[config.mk]
export PLATFORM = sky130hd
export DESIGN_NAME = plasma_pixel_generator
export DESIGN_NICKNAME = d
export VERILOG_FILES = /design/src/ppg_pkg.sv /design/src/ppg_phase.sv /design/src/ppg_color.sv /design/src/plasma_pixel_generator.sv
export SDC_FILE = /design/constraint.sdc
export NUM_CORES = 1
export LEC_CHECK = 0
export BUFFER_PORTS_ARGS = -buffer_cell sky130_fd_sc_hd__buf_2
export CORE_MARGIN = 5
export CORE_UTILIZATION = 40
export CTS_BUF_LIST = sky130_fd_sc_hd__clkbuf_4 sky130_fd_sc_hd__clkbuf_8
export DETAILED_ROUTE_END_ITERATION = 7
export GPL_TIMING_DRIVEN = 0
export PLACE_DENSITY = 0.59
export SLEW_MARGIN = 10
export SYNTH_ARGS = -nofsm -noshare
export SYNTH_HDL_FRONTEND = slang
export SYNTH_HIERARCHICAL = 1
export SYNTH_SLANG_ARGS = --single-unit
[constraint.sdc]
create_clock -name i_clk -period 8.4 [get_ports i_clk]
set_clock_uncertainty 0.2 [all_clocks]
set_input_delay 2.1 -clock i_clk [delete_from_list [all_inputs] [get_ports i_clk]]
set_output_delay 2.1 -clock i_clk [all_outputs]
set_load 0.01 [all_outputs]
[src/ppg_pkg.sv]
// shared constants, sine table and hue-to-rgb565 function for the plasma pixel generator
`default_nettype none
package ppg_pkg;

    localparam int unsigned COORD_W  = 8;
    localparam int unsigned TIME_W   = 10;
    localparam int unsigned WIDTH_W  = 9;
    localparam int unsigned COLOR_W  = 16;
    localparam int unsigned ADDR_W   = 16;
    localparam int unsigned PROD_W   = COORD_W + WIDTH_W;
    localparam logic [WIDTH_W-1:0] MAX_WIDTH   = 9'd256;
    localparam logic [WIDTH_W-1:0] WIDTH_RESET = 9'd240;
    localparam logic [7:0] HUE_SECTOR   = 8'd43;
    localparam logic [7:0] FULL_SCALE   = 8'd255;

    typedef enum logic [2:0] {
        SEC_RED_GREEN  = 3'd0,
        SEC_GREEN_RED  = 3'd1,
        SEC_GREEN_BLUE = 3'd2,
        SEC_BLUE_GREEN = 3'd3,
        SEC_BLUE_RED   = 3'd4,
        SEC_RED_BLUE   = 3'd5
    } t_sector;

    localparam logic [7:0] SINE_ROM [256] = '{
        8'd127,8'd130,8'd133,8'd136,8'd139,8'd143,8'd146,8'd149,
        8'd152,8'd155,8'd158,8'd161,8'd164,8'd167,8'd170,8'd173,
        8'd176,8'd179,8'd182,8'd184,8'd187,8'd190,8'd193,8'd195,
        8'd198,8'd200,8'd203,8'd205,8'd208,8'd210,8'd213,8'd215,
        8'd217,8'd219,8'd221,8'd224,8'd226,8'd228,8'd229,8'd231,
        8'd233,8'd235,8'd236,8'd238,8'd239,8'd241,8'd242,8'd244,
        8'd245,8'd246,8'd247,8'd248,8'd249,8'd250,8'd251,8'd251,
        8'd252,8'd253,8'd253,8'd254,8'd254,8'd254,8'd254,8'd254,
        8'd255,8'd254,8'd254,8'd254,8'd254,8'd254,8'd253,8'd253,
        8'd252,8'd251,8'd251,8'd250,8'd249,8'd248,8'd247,8'd246,
        8'd245,8'd244,8'd242,8'd241,8'd239,8'd238,8'd236,8'd235,
        8'd233,8'd231,8'd229,8'd228,8'd226,8'd224,8'd221,8'd219,
        8'd217,8'd215,8'd213,8'd210,8'd208,8'd205,8'd203,8'd200,
        8'd198,8'd195,8'd193,8'd190,8'd187,8'd184,8'd182,8'd179,
        8'd176,8'd173,8'd170,8'd167,8'd164,8'd161,8'd158,8'd155,
        8'd152,8'd149,8'd146,8'd143,8'd139,8'd136,8'd133,8'd130,
        8'd127,8'd124,8'd121,8'd118,8'd115,8'd111,8'd108,8'd105,
        8'd102,8'd99, 8'd96, 8'd93, 8'd90, 8'd87, 8'd84, 8'd81,
        8'd78, 8'd75, 8'd72, 8'd70, 8'd67, 8'd64, 8'd61, 8'd59,
        8'd56, 8'd54, 8'd51, 8'd49, 8'd46, 8'd44, 8'd41, 8'd39,
        8'd37, 8'd35, 8'd33, 8'd30, 8'd28, 8'd26, 8'd25, 8'd23,
        8'd21, 8'd19, 8'd18, 8'd16, 8'd15, 8'd13, 8'd12, 8'd10,
        8'd9,  8'd8,  8'd7,  8'd6,  8'd5,  8'd4,  8'd3,  8'd3,
        8'd2,  8'd1,  8'd1,  8'd0,  8'd0,  8'd0,  8'd0,  8'd0,
        8'd0,  8'd0,  8'd0,  8'd0,  8'd0,  8'd0,  8'd1,  8'd1,
        8'd2,  8'd3,  8'd3,  8'd4,  8'd5,  8'd6,  8'd7,  8'd8,
        8'd9,  8'd10, 8'd12, 8'd13, 8'd15, 8'd16, 8'd18, 8'd19,
        8'd21, 8'd23, 8'd25, 8'd26, 8'd28, 8'd30, 8'd33, 8'd35,
        8'd37, 8'd39, 8'd41, 8'd44, 8'd46, 8'd49, 8'd51, 8'd54,
        8'd56, 8'd59, 8'd61, 8'd64, 8'd67, 8'd70, 8'd72, 8'd75,
        8'd78, 8'd81, 8'd84, 8'd87, 8'd90, 8'd93, 8'd96, 8'd99,
        8'd102,8'd105,8'd108,8'd111,8'd115,8'd118,8'd121,8'd124
    };

    // 255 * (255 - ((255 * a) >> 8)) >> 8
    function automatic logic [7:0] fade(input logic [7:0] a);
        logic [15:0] prod;
        logic [7:0]  inv;
        logic [15:0] res;
        prod = ({a, 8'd0} - {8'd0, a});
        inv  = FULL_SCALE - prod[15:8];
        res  = ({inv, 8'd0} - {8'd0, inv});
        return res[15:8];
    endfunction

    function automatic logic [COLOR_W-1:0] hue_to_565(input logic [7:0] h);
        t_sector     sec;
        logic [7:0]  base;
        logic [7:0]  frac;
        logic [10:0] frac6;
        logic [7:0]  rem;
        logic [7:0]  q;
        logic [7:0]  u;
        logic [7:0]  r;
        logic [7:0]  g;
        logic [7:0]  b;
        if (h < 8'd43) begin
            sec = SEC_RED_GREEN;   base = 8'd0;
        end else if (h < 8'd86) begin
            sec = SEC_GREEN_RED;   base = HUE_SECTOR;
        end else if (h < 8'd129) begin
            sec = SEC_GREEN_BLUE;  base = 8'd86;
        end else if (h < 8'd172) begin
            sec = SEC_BLUE_GREEN;  base = 8'd129;
        end else if (h < 8'd215) begin
            sec = SEC_BLUE_RED;    base = 8'd172;
        end else begin
            sec = SEC_RED_BLUE;    base = 8'd215;
        end
        frac  = h - base;
        frac6 = {frac, 2'b00} + {1'b0, frac, 1'b0};
        rem   = frac6[7:0];
        q     = fade(rem);
        u     = fade(FULL_SCALE - rem);
        case (sec)
            SEC_RED_GREEN:  begin r = FULL_SCALE; g = u;          b = 8'd0;       end
            SEC_GREEN_RED:  begin r = q;          g = FULL_SCALE; b = 8'd0;       end
            SEC_GREEN_BLUE: begin r = 8'd0;       g = FULL_SCALE; b = u;          end
            SEC_BLUE_GREEN: begin r = 8'd0;       g = q;          b = FULL_SCALE; end
            SEC_BLUE_RED:   begin r = u;          g = 8'd0;       b = FULL_SCALE; end
            default:        begin r = FULL_SCALE; g = 8'd0;       b = q;          end
        endcase
        return {r[7:3], g[7:2], b[7:3]};
    endfunction

endpackage
`default_nettype wire

[src/ppg_phase.sv]
// phase stage: four sine lookups averaged into a palette index, plus frame-buffer address
`default_nettype none
module ppg_phase (
    input  wire logic                             i_clk,
    input  wire logic                             i_rst_n,
    input  wire logic                             i_valid,
    output logic                                  o_ready,
    input  wire logic [ppg_pkg::COORD_W-1:0]      i_x,
    input  wire logic [ppg_pkg::COORD_W-1:0]      i_y,
    input  wire logic [ppg_pkg::TIME_W-1:0]       i_t,
    input  wire logic [ppg_pkg::WIDTH_W-1:0]      i_width,
    output logic                                  o_valid,
    input  wire logic                             i_ready,
    output logic [7:0]                            o_index,
    output logic [ppg_pkg::ADDR_W-1:0]            o_addr
);

    logic                          r_vld;
    logic [7:0]                    r_index;
    logic [ppg_pkg::ADDR_W-1:0]    r_addr;
    logic [7:0]                    n_index;
    logic [ppg_pkg::ADDR_W-1:0]    n_addr;

    logic [7:0] ph1, ph2, ph3, ph4;
    logic [7:0] t3x;
    logic [7:0] dxy;
    logic [9:0] sum;
    logic [ppg_pkg::WIDTH_W-1:0] w_eff;
    logic [ppg_pkg::PROD_W-1:0]  prod;

    always_comb begin
        t3x   = {i_t[6:0], 1'b0} + i_t[7:0];
        dxy   = i_x - i_y;
        ph1   = {i_x[6:0], 1'b0} + i_x + i_t[7:0];
        ph2   = {i_y[5:0], 2'b00} + i_t[8:1];
        ph3   = {i_x[6:0], 1'b0} + {i_y[6:0], 1'b0} + i_t[9:2];
        ph4   = {dxy[6:0], 1'b0} + t3x;
        sum   = {2'b00, ppg_pkg::SINE_ROM[ph1]} + {2'b00, ppg_pkg::SINE_ROM[ph2]}
              + {2'b00, ppg_pkg::SINE_ROM[ph3]} + {2'b00, ppg_pkg::SINE_ROM[ph4]};
        n_index = sum[9:2];
        w_eff = (i_width > ppg_pkg::MAX_WIDTH) ? ppg_pkg::MAX_WIDTH : i_width;
        prod  = i_y * w_eff;
        n_addr = prod[ppg_pkg::ADDR_W-1:0] + {8'd0, i_x};
    end

    assign o_ready = !r_vld || i_ready;

    always_ff @(posedge i_clk) begin
        if (!i_rst_n) begin
            r_vld <= 1'b0;
        end else if (o_ready) begin
            r_vld <= i_valid;
        end
    end

    always_ff @(posedge i_clk) begin
        if (o_ready && i_valid) begin
            r_index <= n_index;
            r_addr  <= n_addr;
        end
    end

    assign o_valid = r_vld;
    assign o_index = r_index;
    assign o_addr  = r_addr;

endmodule
`default_nettype wire

[src/ppg_color.sv]
// color stage: palette index through the hue wheel into the rgb565 result register
`default_nettype none
module ppg_color (
    input  wire logic                             i_clk,
    input  wire logic                             i_rst_n,
    input  wire logic                             i_valid,
    output logic                                  o_ready,
    input  wire logic [7:0]                       i_index,
    input  wire logic [ppg_pkg::ADDR_W-1:0]       i_addr,
    output logic                                  o_valid,
    input  wire logic                             i_stall,
    output logic [ppg_pkg::COLOR_W-1:0]           o_color,
    output logic [ppg_pkg::ADDR_W-1:0]            o_addr
);

    logic                          r_vld;
    logic [ppg_pkg::COLOR_W-1:0]   r_color;
    logic [ppg_pkg::ADDR_W-1:0]    r_addr;
    logic [ppg_pkg::COLOR_W-1:0]   n_color;

    assign n_color = ppg_pkg::hue_to_565(i_index);
    assign o_ready = !r_vld || !i_stall;

    always_ff @(posedge i_clk) begin
        if (!i_rst_n) begin
            r_vld <= 1'b0;
        end else if (o_ready) begin
            r_vld <= i_valid;
        end
    end

    always_ff @(posedge i_clk) begin
        if (o_ready && i_valid) begin
            r_color <= n_color;
            r_addr  <= i_addr;
        end
    end

    assign o_valid = r_vld;
    assign o_color = r_color;
    assign o_addr  = r_addr;

endmodule
`default_nettype wire

[src/plasma_pixel_generator.sv]
// plasma pixel generator top level: input register, phase stage and color stage
// usage:
//   input channel: i_pixel_valid / o_pixel_stall carry one word of pixel x, pixel y
//   and frame time; a word is taken on a clock edge with valid high and stall low
//   output channel: o_word_valid / i_word_stall carry the rgb565 color and the
//   frame-buffer address of that pixel, in input order
//   configuration: i_cfg_we writes i_cfg_wdata into the line width register;
//   the user must write it only while no word is in flight; the block does not enforce it
//   path: a word passes the input register, then the index/address register,
//   then the result register, whose valid drives o_word_valid
//   throughput: one word per cycle while i_word_stall is low, set by the three
//   register stages each moving whenever the next stage is empty or moving
//   reset: synchronous, active low; all stages empty, line width back to 240
//   stall: a stalled output holds its word; the stall backs up stage by stage, the
//   two inner stages still filling until o_pixel_stall rises
`default_nettype none
module plasma_pixel_generator (
    input  wire logic                             i_clk,
    input  wire logic                             i_rst_n,
    input  wire logic                             i_cfg_we,
    input  wire logic [ppg_pkg::WIDTH_W-1:0]      i_cfg_wdata,
    input  wire logic                             i_pixel_valid,
    output logic                                  o_pixel_stall,
    input  wire logic [ppg_pkg::COORD_W-1:0]      i_pixel_x,
    input  wire logic [ppg_pkg::COORD_W-1:0]      i_pixel_y,
    input  wire logic [ppg_pkg::TIME_W-1:0]       i_frame_time,
    output logic                                  o_word_valid,
    input  wire logic                             i_word_stall,
    output logic [ppg_pkg::COLOR_W-1:0]           o_pixel_color,
    output logic [ppg_pkg::ADDR_W-1:0]            o_pixel_address
);

    logic [ppg_pkg::WIDTH_W-1:0]   r_width;
    logic                          r_in_vld;
    logic [ppg_pkg::COORD_W-1:0]   r_x;
    logic [ppg_pkg::COORD_W-1:0]   r_y;
    logic [ppg_pkg::TIME_W-1:0]    r_t;

    logic                          in_load;
    logic                          ph_ready;
    logic                          ph_valid;
    logic                          col_ready;
    logic [7:0]                    ph_index;
    logic [ppg_pkg::ADDR_W-1:0]    ph_addr;

    always_ff @(posedge i_clk) begin
        if (!i_rst_n) begin
            r_width <= ppg_pkg::WIDTH_RESET;
        end else if (i_cfg_we) begin
            r_width <= i_cfg_wdata;
        end
    end

    assign in_load       = !r_in_vld || ph_ready;
    assign o_pixel_stall = !in_load;

    always_ff @(posedge i_clk) begin
        if (!i_rst_n) begin
            r_in_vld <= 1'b0;
        end else if (in_load) begin
            r_in_vld <= i_pixel_valid;
        end
    end

    always_ff @(posedge i_clk) begin
        if (in_load && i_pixel_valid) begin
            r_x <= i_pixel_x;
            r_y <= i_pixel_y;
            r_t <= i_frame_time;
        end
    end

    ppg_phase u_phase (
        .i_clk   (i_clk),
        .i_rst_n (i_rst_n),
        .i_valid (r_in_vld),
        .o_ready (ph_ready),
        .i_x     (r_x),
        .i_y     (r_y),
        .i_t     (r_t),
        .i_width (r_width),
        .o_valid (ph_valid),
        .i_ready (col_ready),
        .o_index (ph_index),
        .o_addr  (ph_addr)
    );

    ppg_color u_color (
        .i_clk   (i_clk),
        .i_rst_n (i_rst_n),
        .i_valid (ph_valid),
        .o_ready (col_ready),
        .i_index (ph_index),
        .i_addr  (ph_addr),
        .o_valid (o_word_valid),
        .i_stall (i_word_stall),
        .o_color (o_pixel_color),
        .o_addr  (o_pixel_address)
    );

endmodule
`default_nettype wire
==> run metrics <==
Cell Area, Synth 16060 um^2; Yosys cell types 81; max incr delay on CP around 590 ps; worst-path fanout max 18; antenna cells 0; Hold Crit Start u_phase/o_addr[4]; Worst Setup SP r_t[2]; initial drt markers 2065; pin count of the biggest net entering global routing 33; RSZ-0062 raised after global routing no; fin crit share 95.12%; max-slew violations 0; Post-DP Area 17100 um^2; clock latency on the worst-skew pair 400 ps; Synth Warn # 6; Worst Setup Start Kind register; maxcap violations 0; Synth Area in Simple Gates 18.52%; # port buffers 72; Seq/Total Area, Yosys 16.83%; Vias 16620; Num CTS Buffers 9; area grow syn2layout 8.222%; delay-heaviest family, CP adder cells; Synth Area in Adders a little over a fifth; post-synthesis async set-or-reset flop share 0%; Detailed Routing Iterations Pass 1 7; Worst-Margin Slew between 1000 and 1500 ps; I/O pin count 74; status complete, no violations; post-synthesis xor/xnor area fraction 4.621%; EDFF count, synth 82; Die Y 210.3 um; largest family of logic cells by synthesized area compound AO/OA/AOI/OAI gates; Routed WL 58290 um; Routed Antenna Nets 0; Synth Net Count roughly 2300; final hold vios 0; worst r2r src r_t[2]; WP buf/inv 5; initial antenna violation count 0; complex-gate fraction of the synthesized area a little over a quarter; Post-DP HPWL 44600 um; critical path's most frequent cell fa_1; DR WL/cell 21.58 um; fin cells 2701; DP Cell Count approximately 2700; vias in the first global route 16150; Total Routing Usage GR between 20 and 30%; GRT overflow 0; core area 39730 um^2; Most used DFF post-synth edfxtp_1; relative max-transition margin 22.00%; # H-tree levels 3; Initial Util 40.41%; deepest clock path buffer count 2; CP required 8330 ps; crit path max-delay cell type fa_1; CP Class register to register; row count 73; Worst setup EP type register; clock root buffer clkbuf_8; worst hold path class register to register; Data arrival, critical path 7920 ps; Peak Freq approximately 130 MHz; mux contribution to synthesized area between 4 and 5%; Via density ~6.2; Final setup violation count 0; Die Wd 210.3 um; clock sinks 94; CTS tree done; die area about 44000 um^2; GP Congestion 1.044; Avg Cell Area, Syn 7.708 um^2; final instance area 17380 um^2; Tmin final 7990 ps; number of remaining DRC errors 0; #FFs+latches synth 94; CTS clk-pin slew, worst paths roughly 90 ps; cells after synthesis 2083; first-pass GRT wire length ~92000 um; layout cell share with drive strength beyond 1 under 10%; nets between 2000 and 2500
[cell usage in the layout (no fill, tap or decap), drive strengths merged, types with 24 or more instances in the layout]
cell type  instances
nor3              47
o21ai            173
nand2b            27
fa                90
a21oi            165
nand3             57
and2              52
nor2             162
edfxtp            82
clkbuf           132
o211ai            58
nor2b             32
inv              163
ha               125
nand2            234
xor2              24
xnor2             59
a31oi             42
buf              111
a211oi            55
[registers in the layout, indices dropped and copies added, names as in the netlist]
| register | cells |
|---|---|
| u_phase/o_valid | 1 |
| u_color/o_addr | 16 |
| u_phase/o_addr | 16 |
| r_t | 10 |
| r_y | 8 |
| u_color/o_valid | 1 |
| u_color/o_color | 16 |
| r_x | 8 |
| u_phase/o_index | 8 |
| r_width | 9 |
| r_in_vld | 1 |
[worst paths after layout]
path / end / slack (ps) / cells past startpoint
min reg2reg: u_color/o_addr[4] / 210 / 0
min: u_color/o_addr[4] / 210 / 0
max reg2reg: u_phase/o_index[7] / 410 / 27
max: u_phase/o_index[7] / 410 / 27
[worst register-to-register path, delay by kind of cell, from the launching register on]
kind	cells	cell delay (ps)
compound gates	10	2080
xor+xnor	1	310
fa+ha+maj	5	2610
buf+inv	5	1540
flops	1	380
simple gates	6	620
[timing repair]
action	CTS	global route
setup endpoints to repair	8	2
resized for setup	3	21
setup buffers	1	3
hold buffers	0	0
[layout make-up]
type	count	area, um^2
Tap cell	525	656.9
Fill cell	4106	22360
Sequential cell	94	2703
Clock inverter	5	57.56
Inverter	164	620.6
Clock buffer	11	138.9
Timing Repair Buffer	77	410.4
Buffer	155	623.1
Multi-Input combinational cell	1670	12170
[kinds of logic after synthesis]
logic type | after synthesis
AO/OA/AOI/OAI | 678
XOR/XNOR | 83
adder cells (fa/ha/maj) | 215
buffers and inverters | 319
flip-flops | 94
multiplexers | 47
AND/OR/NAND/NOR | 647
[synth_stat cells, types with 6 or more instances]
| library cell | n | area share [%] |
|---|---|---|
| nand2_1 | 234 | 5.5 |
| o21ai_0 | 168 | 5.2 |
| a21oi_1 | 162 | 5.0 |
| inv_1 | 161 | 3.8 |
| nor2_1 | 161 | 3.8 |
| ha_1 | 125 | 9.7 |
| clkbuf_1 | 119 | 2.8 |
| fa_1 | 90 | 11 |
| edfxtp_1 | 82 | 15 |
| nand3_1 | 57 | 1.8 |
| o211ai_1 | 57 | 2.7 |
| xnor2_1 | 57 | 3.1 |
| a211oi_1 | 55 | 2.6 |
| and2_1 | 52 | 2.0 |
| nor3_1 | 44 | 1.4 |
| a31oi_1 | 41 | 1.6 |
| nor2b_1 | 32 | 1.2 |
| nand2b_1 | 27 | 1.1 |
| xor2_1 | 24 | 1.3 |
| mux2i_1 | 23 | 1.4 |
| a311oi_1 | 21 | 1.1 |
| a21o_1 | 19 | 0.89 |
| buf_1 | 18 | 0.42 |
| o22ai_1 | 17 | 0.66 |
| buf_2 | 16 | 0.50 |
| o221ai_1 | 16 | 0.87 |
| mux4_2 | 15 | 2.1 |
| o311ai_0 | 13 | 0.71 |
| dfxtp_1 | 12 | 1.5 |
| o21bai_1 | 11 | 0.51 |
| a221oi_1 | 10 | 0.55 |
| o31ai_1 | 10 | 0.47 |
| or2_2 | 9 | 0.35 |
| a211o_1 | 8 | 0.44 |
| and3_1 | 7 | 0.27 |
| a2111oi_0 | 6 | 0.33 |
| mux2_2 | 6 | 0.42 |
| o2111ai_1 | 6 | 0.33 |
| or3_1 | 6 | 0.23 |
[per-layer routing]
| layer | track usage, % | wire (um) |
|---|---|---|
| met5 | 0 | 0 |
| met4 | 9.001 | 2241 |
| met3 | 5.358 | 5509 |
| met2 | 39.47 | 25650 |
| met1 | 36.28 | 24890 |
[per-stage QoR]
| step | setup TNS [ps] | utilization, % | hold slack (ps) | setup slack (ps) |
|---|---|---|---|---|
| 2_1_floorplan | 0 | - | 200.3 | 1329 |
| 3_3_place_gp | -5829 | 42.97 | 203.2 | -1281 |
| 3_5_place_dp | -5096 | 43.04 | 204.5 | -1222 |
| 4_1_cts | 0 | 43.57 | 215.8 | 126.3 |
| 5_1_grt | 0 | 43.73 | 231.7 | 3.788 |
| 6_report | 0 | 43.73 | 212.9 | 410.3 |
Power is left out: the tool's default activity adds up to more than one toggle a clock period on the data nets, which glitch-free logic cannot reach.
